--- src/sv/wstd_pkg.sv ---
// ----------------------------------------------------------------------------
// wstd_pkg: weighted server task dispatcher shared types
// Word layouts, command codes and time constants.
// ----------------------------------------------------------------------------
package wstd_pkg;

  localparam int TIME_W   = 32;
  localparam int WEIGHT_W = 18;
  localparam int SLOT_W   = 6;
  localparam int DUR_W    = 18;
  localparam int CFG_W    = 7;

  localparam logic              CMD_LOAD  = 1'b0;
  localparam logic              CMD_TASK  = 1'b1;
  localparam logic [TIME_W-1:0] TIME_MAX  = '1;
  localparam logic [CFG_W-1:0]  CFG_RESET = 7'd64;

  typedef struct packed {
    logic                cmd;
    logic [SLOT_W-1:0]   server_slot;
    logic [WEIGHT_W-1:0] weight;
    logic [DUR_W-1:0]    duration;
  } in_word_t;

  typedef struct packed {
    logic [SLOT_W-1:0] server_index;
    logic [TIME_W-1:0] start_time;
  } out_word_t;

endpackage

--- src/sv/wstd_ram.sv ---
// ----------------------------------------------------------------------------
// wstd_ram: generic simple dual-port RAM
// One write port, one read port, read data registered.
// ----------------------------------------------------------------------------
module wstd_ram #(
  parameter int WIDTH = 32,
  parameter int DEPTH = 64
) (
  input  logic                                        clk,
  input  logic                                        we,
  input  logic [((DEPTH > 1) ? $clog2(DEPTH) : 1)-1:0] waddr,
  input  logic [WIDTH-1:0]                            wdata,
  input  logic [((DEPTH > 1) ? $clog2(DEPTH) : 1)-1:0] raddr,
  output logic [WIDTH-1:0]                            rdata
);

  logic [WIDTH-1:0] mem [DEPTH];

  always_ff @(posedge clk) begin
    if (we) begin
      mem[waddr] <= wdata;
    end
    rdata <= mem[raddr];
  end

endmodule

--- src/sv/weighted_server_task_dispatcher_top.sv ---
// Load word: no result, and the next word is accepted the cycle after.
// Task word: the input stalls while a single read pass over the busy and weight
// memories runs at one entry per cycle over n = servers in use (clamped to
// 1..MAX_SERVERS) entries, and until the result word is registered.
// Reset (synchronous): a clearing pass over all MAX_SERVERS entries zeroes the
// busy memory; no word is accepted until it ends.
// ----------------------------------------------------------------------------
// weighted_server_task_dispatcher_top: least-weight free server dispatcher
// Keeps server weights and release times in RAM and assigns each task to the
// lightest free server, moving the start time forward when none is free.
// ----------------------------------------------------------------------------
module weighted_server_task_dispatcher_top #(
  parameter int MAX_SERVERS = 64
) (
  input  logic                          clk,
  input  logic                          rst,
  input  logic                          cfg_we,
  input  logic [wstd_pkg::CFG_W-1:0]    cfg_data,
  input  logic                          in_valid,
  output logic                          in_stall,
  input  wstd_pkg::in_word_t            in_data,
  output logic                          out_valid,
  input  logic                          out_stall,
  output wstd_pkg::out_word_t           out_data
);

  localparam int IDX_W = (MAX_SERVERS > 1) ? $clog2(MAX_SERVERS) : 1;
  localparam int CNT_W = $clog2(MAX_SERVERS + 1);
  localparam int TW    = wstd_pkg::TIME_W;
  localparam int WW    = wstd_pkg::WEIGHT_W;

  typedef enum logic [3:0] {
    ST_CLEAR = 4'b0001,
    ST_IDLE  = 4'b0010,
    ST_SCAN  = 4'b0100,
    ST_PICK  = 4'b1000
  } state_t;

  state_t                     state, state_next;
  logic [wstd_pkg::CFG_W-1:0] servers_in_use;
  logic [CNT_W-1:0]           n_eff;
  logic [TW-1:0]              task_count;
  logic [TW-1:0]              last_start;
  logic [TW-1:0]              start0;
  logic [wstd_pkg::DUR_W-1:0] duration;
  logic [CNT_W-1:0]           issue_idx;
  logic                       pend;
  logic [IDX_W-1:0]           pend_idx;
  logic [IDX_W-1:0]           clear_idx;
  logic                       have_free;
  logic [WW-1:0]              free_w;
  logic [IDX_W-1:0]           free_idx;
  logic                       have_min;
  logic [TW-1:0]              min_busy;
  logic [WW-1:0]              min_w;
  logic [IDX_W-1:0]           min_idx;
  logic [TW-1:0]              rd_busy;
  logic [WW-1:0]              rd_weight;
  logic                       busy_we;
  logic [IDX_W-1:0]           busy_waddr;
  logic [TW-1:0]              busy_wdata;
  logic                       wt_we;
  logic [IDX_W-1:0]           rd_addr;
  logic [TW-1:0]              pick_start;
  logic [IDX_W-1:0]           pick_idx;
  logic [TW:0]                finish_sum;
  logic [TW-1:0]              finish_time;
  logic                       accept;
  logic                       accept_task;
  logic                       scan_done;
  logic                       out_free;
  logic                       finish;

  assign in_stall    = (state != ST_IDLE);
  assign accept      = in_valid && !in_stall;
  assign accept_task = accept && (in_data.cmd == wstd_pkg::CMD_TASK);
  assign out_free    = !out_valid || !out_stall;
  assign scan_done   = (issue_idx == n_eff);
  assign finish      = (state == ST_PICK) && out_free;

  always_comb begin
    if (servers_in_use == '0) begin
      n_eff = CNT_W'(1);
    end else if ({25'd0, servers_in_use} > 32'(MAX_SERVERS)) begin
      n_eff = CNT_W'(MAX_SERVERS);
    end else begin
      n_eff = CNT_W'(servers_in_use);
    end
  end

  assign pick_start  = have_free ? start0 : min_busy;
  assign pick_idx    = have_free ? free_idx : min_idx;
  assign finish_sum  = {1'b0, pick_start} + {{(TW + 1 - wstd_pkg::DUR_W){1'b0}}, duration};
  assign finish_time = finish_sum[TW] ? wstd_pkg::TIME_MAX : finish_sum[TW-1:0];

  assign rd_addr    = issue_idx[IDX_W-1:0];
  assign busy_we    = (state == ST_CLEAR) || finish;
  assign busy_waddr = (state == ST_CLEAR) ? clear_idx : pick_idx;
  assign busy_wdata = (state == ST_CLEAR) ? '0 : finish_time;
  assign wt_we      = accept && (in_data.cmd == wstd_pkg::CMD_LOAD) &&
                      ({26'd0, in_data.server_slot} < 32'(MAX_SERVERS));

  wstd_ram #(.WIDTH(TW), .DEPTH(MAX_SERVERS)) u_busy_ram (
    .clk   (clk),
    .we    (busy_we),
    .waddr (busy_waddr),
    .wdata (busy_wdata),
    .raddr (rd_addr),
    .rdata (rd_busy)
  );

  wstd_ram #(.WIDTH(WW), .DEPTH(MAX_SERVERS)) u_weight_ram (
    .clk   (clk),
    .we    (wt_we),
    .waddr (IDX_W'(in_data.server_slot)),
    .wdata (in_data.weight),
    .raddr (rd_addr),
    .rdata (rd_weight)
  );

  always_comb begin
    state_next = state;
    case (state)
      ST_CLEAR: begin
        if (clear_idx == IDX_W'(MAX_SERVERS - 1)) begin
          state_next = ST_IDLE;
        end
      end
      ST_IDLE: begin
        if (accept_task) begin
          state_next = ST_SCAN;
        end
      end
      ST_SCAN: begin
        if (scan_done) begin
          state_next = ST_PICK;
        end
      end
      ST_PICK: begin
        if (out_free) begin
          state_next = ST_IDLE;
        end
      end
      default: begin
        state_next = ST_CLEAR;
      end
    endcase
  end

  always_ff @(posedge clk) begin
    if (rst) begin
      state          <= ST_CLEAR;
      clear_idx      <= '0;
      servers_in_use <= wstd_pkg::CFG_RESET;
      task_count     <= '0;
      last_start     <= '0;
      out_valid      <= 1'b0;
      pend           <= 1'b0;
      issue_idx      <= '0;
    end else begin
      state <= state_next;
      if (cfg_we) begin
        servers_in_use <= cfg_data;
      end
      if (state == ST_CLEAR) begin
        clear_idx <= clear_idx + 1'b1;
      end
      if (accept_task) begin
        if (task_count != wstd_pkg::TIME_MAX) begin
          task_count <= task_count + 1'b1;
        end
        issue_idx <= '0;
        pend      <= 1'b0;
      end
      if (state == ST_SCAN) begin
        if (!scan_done) begin
          issue_idx <= issue_idx + 1'b1;
          pend      <= 1'b1;
        end else begin
          pend <= 1'b0;
        end
      end
      if (finish) begin
        last_start <= pick_start;
        out_valid  <= 1'b1;
      end else if (out_valid && !out_stall) begin
        out_valid <= 1'b0;
      end
    end
  end

  always_ff @(posedge clk) begin
    if (accept_task) begin
      start0    <= (last_start > task_count) ? last_start : task_count;
      duration  <= in_data.duration;
      have_free <= 1'b0;
      have_min  <= 1'b0;
    end
    if (state == ST_SCAN) begin
      pend_idx <= rd_addr;
    end
    if (pend) begin
      if ((rd_busy <= start0) && (!have_free || (rd_weight < free_w))) begin
        have_free <= 1'b1;
        free_w    <= rd_weight;
        free_idx  <= pend_idx;
      end
      if (!have_min || (rd_busy < min_busy) ||
          ((rd_busy == min_busy) && (rd_weight < min_w))) begin
        have_min <= 1'b1;
        min_busy <= rd_busy;
        min_w    <= rd_weight;
        min_idx  <= pend_idx;
      end
    end
    if (finish) begin
      out_data.server_index <= wstd_pkg::SLOT_W'(pick_idx);
      out_data.start_time   <= pick_start;
    end
  end

endmodule

--- config.mk ---
export PLATFORM = sky130hd
export DESIGN_NAME = weighted_server_task_dispatcher_top
export DESIGN_NICKNAME = d
export VERILOG_FILES = /design/src/sv/wstd_pkg.sv /design/src/sv/wstd_ram.sv /design/src/sv/weighted_server_task_dispatcher_top.sv
export SDC_FILE = /design/constraint.sdc
export NUM_CORES = 2
export LEC_CHECK = 0
export BUFFER_PORTS_ARGS = -buffer_cell sky130_fd_sc_hd__buf_2
export CAP_MARGIN = 30
export CORE_MARGIN = 2
export CORE_UTILIZATION = 45
export CTS_CLUSTER_SIZE = 8
export DETAILED_ROUTE_END_ITERATION = 10
export SLEW_MARGIN = 30
export SYNTH_ARGS = -nofsm -noshare
export SYNTH_HDL_FRONTEND = slang
export SYNTH_SLANG_ARGS = --single-unit
--- constraint.sdc ---
create_clock -name clk -period 8.15 [get_ports clk]
set_input_delay 0.815 -clock clk [delete_from_list [all_inputs] [get_ports clk]]
set_output_delay 0.815 -clock clk [all_outputs]
set_load 0.02 [all_outputs]
==> impl_metrics.json <==
{
  "status": "finished, final reports clean",
  "cap_violations": 0,
  "dieHeight_um": 556,
  "cp_data_required_time_ns": 8.80,
  "fin_crit_ns": 5.38,
  "globalplace.congestion": 0.868,
  "post-cts-setup-buffers": 0,
  "finClkSkew_ns": 0.0702,
  "syn_area_um2": 137000,
  "antenna_found_initial": 31,
  "netlist_instances": 6146,
  "rrSetupSlack_ns": 2.77,
  "timing.rr.end": "u_busy_ram.mem[45][15]",
  "grt_use_met1_pct": 34.5,
  "tightest_slew_ns": 1.00,
  "fmax_mhz": 186,
  "synthFlopType": "edfxtp_1",
  "top_usage_layer": "met2",
  "cts_tree": "yes",
  "cts_buffers": 478,
  "row_count": 202,
  "p_per_area_nw_per_um2": 254,
  "clk_path_buf_depth": 4,
  "worst_r2r_startpoint": "have_free",
  "final_layout_size_suffix_gt1_share_pct": 30.3,
  "muxShareOfSynthArea_pct": 17.8,
  "die_area_um2": 309000,
  "seqPwrFrac_pct": 51.1,
  "r2r.worst_path.cells": 12,
  "seq_area_frac_synth_pct": 75.9,
  "netlist_top_cells_area": "edfxtp_1 74%, mux4_2 17%, dfxtp_1 2.1%",
  "power_leakage_nw": 49.1,
  "ant_nets": 0,
  "grt_use_met2_pct": 34.5,
  "hp-class": "in -> reg",
  "clkPwrFrac_pct": 44.4,
  "setup_viol": 0,
  "cp.arrival_ns": 6.02,
  "start_util_pct": 45.3,
  "min-delay-start": "in_data[0]",
  "drt_iter0_drc": 8635,
  "pin_count": 95,
  "gr-usage-all-layers_pct": 22.8,
  "synth_top_cell_area_share_pct": 73.8,
  "rsz0062_at_grt": "no",
  "grt_pass1_wl_um": 502000,
  "vdd_ir_drop_max_uv": 179,
  "worst_slack_ns": 2.77,
  "yosys.area_share.simple_pct": 1.92,
  "combPwrFrac_pct": 4.4,
  "hold_viol_final": 0,
  "ctsHoldBuffers": 2,
  "whs_ns": 0.0632,
  "intPower_mw": 31.5,
  "hpwl_um": 197000,
  "synthAdderAreaFrac_pct": 1.39,
  "critPathMaxFanout": 64,
  "synth-compound-area-share_pct": 1.33,
  "clock-sinks": 3516,
  "root_buffer": "clkbuf_16",
  "synthXorXnorAreaFrac_pct": 0.326,
  "holdPathEnd": "duration[0]",
  "synth_top_family_by_area": "multiplexers",
  "nets": 6843,
  "synthArstFlopShare_pct": 0,
  "synth_fp_nets": 6353,
  "dr.pass1.iters": 6,
  "place_ws_ns": 2.88,
  "wl_um": 354000,
  "swShare_pct": 21.5,
  "ys_warn_count": 0,
  "grt_max_degree": 123,
  "critical_path_class": "reg -> reg",
  "routed-via-count": 66900,
  "clk_pin_slew_ns": 0.05,
  "portBuffers": 94,
  "first_global_vias": 67500,
  "ys_ff_latch": 3516,
  "synth_edf_count": 3374,
  "post-route-util_pct": 52.1,
  "worstSkewPairLatency_ns": 0.97,
  "post-route-period-util_pct": 66.0,
  "critPathLaunchType": "register",
  "die_width_um": 556,
  "holdPathStages": 1,
  "grt.overflow.total": 0,
  "remaining_drc_errors": 0,
  "cts-resized-gates": 0,
  "setup_tns_ns": 0,
  "yosys.area.top_type": "edfxtp_1",
  "grtUsageMet3_pct": 4.32,
  "htreeDepth": 5,
  "power.switching_mw": 8.65,
  "synth_cell_types": 70,
  "via_per_inst": 6.17,
  "syn2layout_area_growth_pct": 15.0,
  "syn_avg_cell_area_um2": 22.3,
  "wl_per_cell_um": 32.6,
  "final_max_slew_viol_count": 0,
  "coreArea_um2": 303000,
  "slew_headroom_pct": 33.2,
  "critPathCaptureType": "register"
}
cells by family after synthesis:
kind of cell / Yosys count
flip-flops: 3516
AO/OA/AOI/OAI: 284
XOR/XNOR: 51
adder cells (fa/ha/maj): 152
buffers and inverters: 448
multiplexers: 1130
AND/OR/NAND/NOR: 565
synth_stat cells, drive strengths merged (4+ instances only):
cell type	number
nor2b	20
nand2b	9
and3	14
xor2	10
a32oi	6
nor3b	6
nor4	11
a21o	32
o21a	12
nor4b	5
o31ai	4
a21oi	85
nand4	35
xnor2	41
a31oi	11
nor2	258
and4	7
dfxtp	142
a211oi	19
nor3	25
o41ai	7
and2	6
o2111ai	4
buf	109
inv	156
nand2	102
or2	4
o311ai	5
mux2i	44
mux4	1050
nand3	40
clkbuf	183
edfxtp	3374
or3	5
nand3b	6
mux2	36
ha	151
o21ai	60
o211ai	9
final cells by class:
cell class	instances	area [um2]
multi-input combinational	2182	32400
inverter	156	586
tap	3978	4980
sequential	3516	104000
clock inverter	26	522
clock buffer	681	12800
antenna	9	22.5
fill	23000	145000
timing repair buffer	302	2330
power groups by stage:
stage	Clock, mW	Sequential (mW)	Combinational [mW]
3_5_place_dp	0	20.9	1.77
4_1_cts	18.1	20.5	1.78
5_1_grt	18.8	20.5	1.91
3_3_place_gp	0	20.9	1.71
6_report	17.9	20.5	1.78
2_1_floorplan	0	20.8	0.881
worst max-delay path: stages, from the launching register on:
cell and delay [ns]:
dfxtp_2 0.50, buf_4 0.61, o21ai_0 0.33, ha_1 0.45
a21oi_1 0.11, a32oi_1 0.24, o31ai_1 0.24, o41ai_2 0.29
buf_4 0.26, nor3b_1 0.63, nand2_1 0.53, o311ai_2 0.25
buf_4 0.53
routing by layer:
layer,wire length [um],vias up
li1,-,26800
met1,152000,36600
met2,163000,3070
met3,31400,474
met4,7440,4
met5,26,-
flip-flops by register name, indices dropped and copies added (netlist names), 32 cells and up:
signal            cells
u_busy_ram.rdata     32
min_busy             32
last_start           32
task_count           32
u_weight_ram.mem   1152
start0               32
u_busy_ram.mem     2048
out_data             38
stage by stage:
stage	cell area, um2	power [mW]	std cells
6_report	158000	40.2	10900
5_1_grt	158000	41.3	10800
4_1_cts	158000	40.4	10800
3_5_place_dp	144000	22.7	10100
3_3_place_gp	144000	22.6	10100
2_1_floorplan	137000	21.7	6146
cell usage in the layout, fill, tap and decap left out, drive strengths merged, types with 40 or more instances in the layout:
cell type	n
a21oi	85
buf	300
clkbuf	681
dfxtp	142
edfxtp	3374
ha	151
inv	164
mux2i	44
mux4	1050
nand2	102
nand3	40
nor2	258
o21ai	60
xnor2	41
worst max path at each step:
stage | startpoint | to | cells after the start
after floorplan | have_free | u_busy_ram.mem[0][25] | 15
after global placement | have_free | u_busy_ram.mem[54][21] | 11
after detailed placement | have_free | u_busy_ram.mem[33][15] | 12
after CTS | have_free | u_busy_ram.mem[49][15] | 12
after global routing | have_free | u_busy_ram.mem[57][25] | 12
final | have_free | u_busy_ram.mem[45][15] | 12
Note: power is estimated with default switching activity, not from simulation.
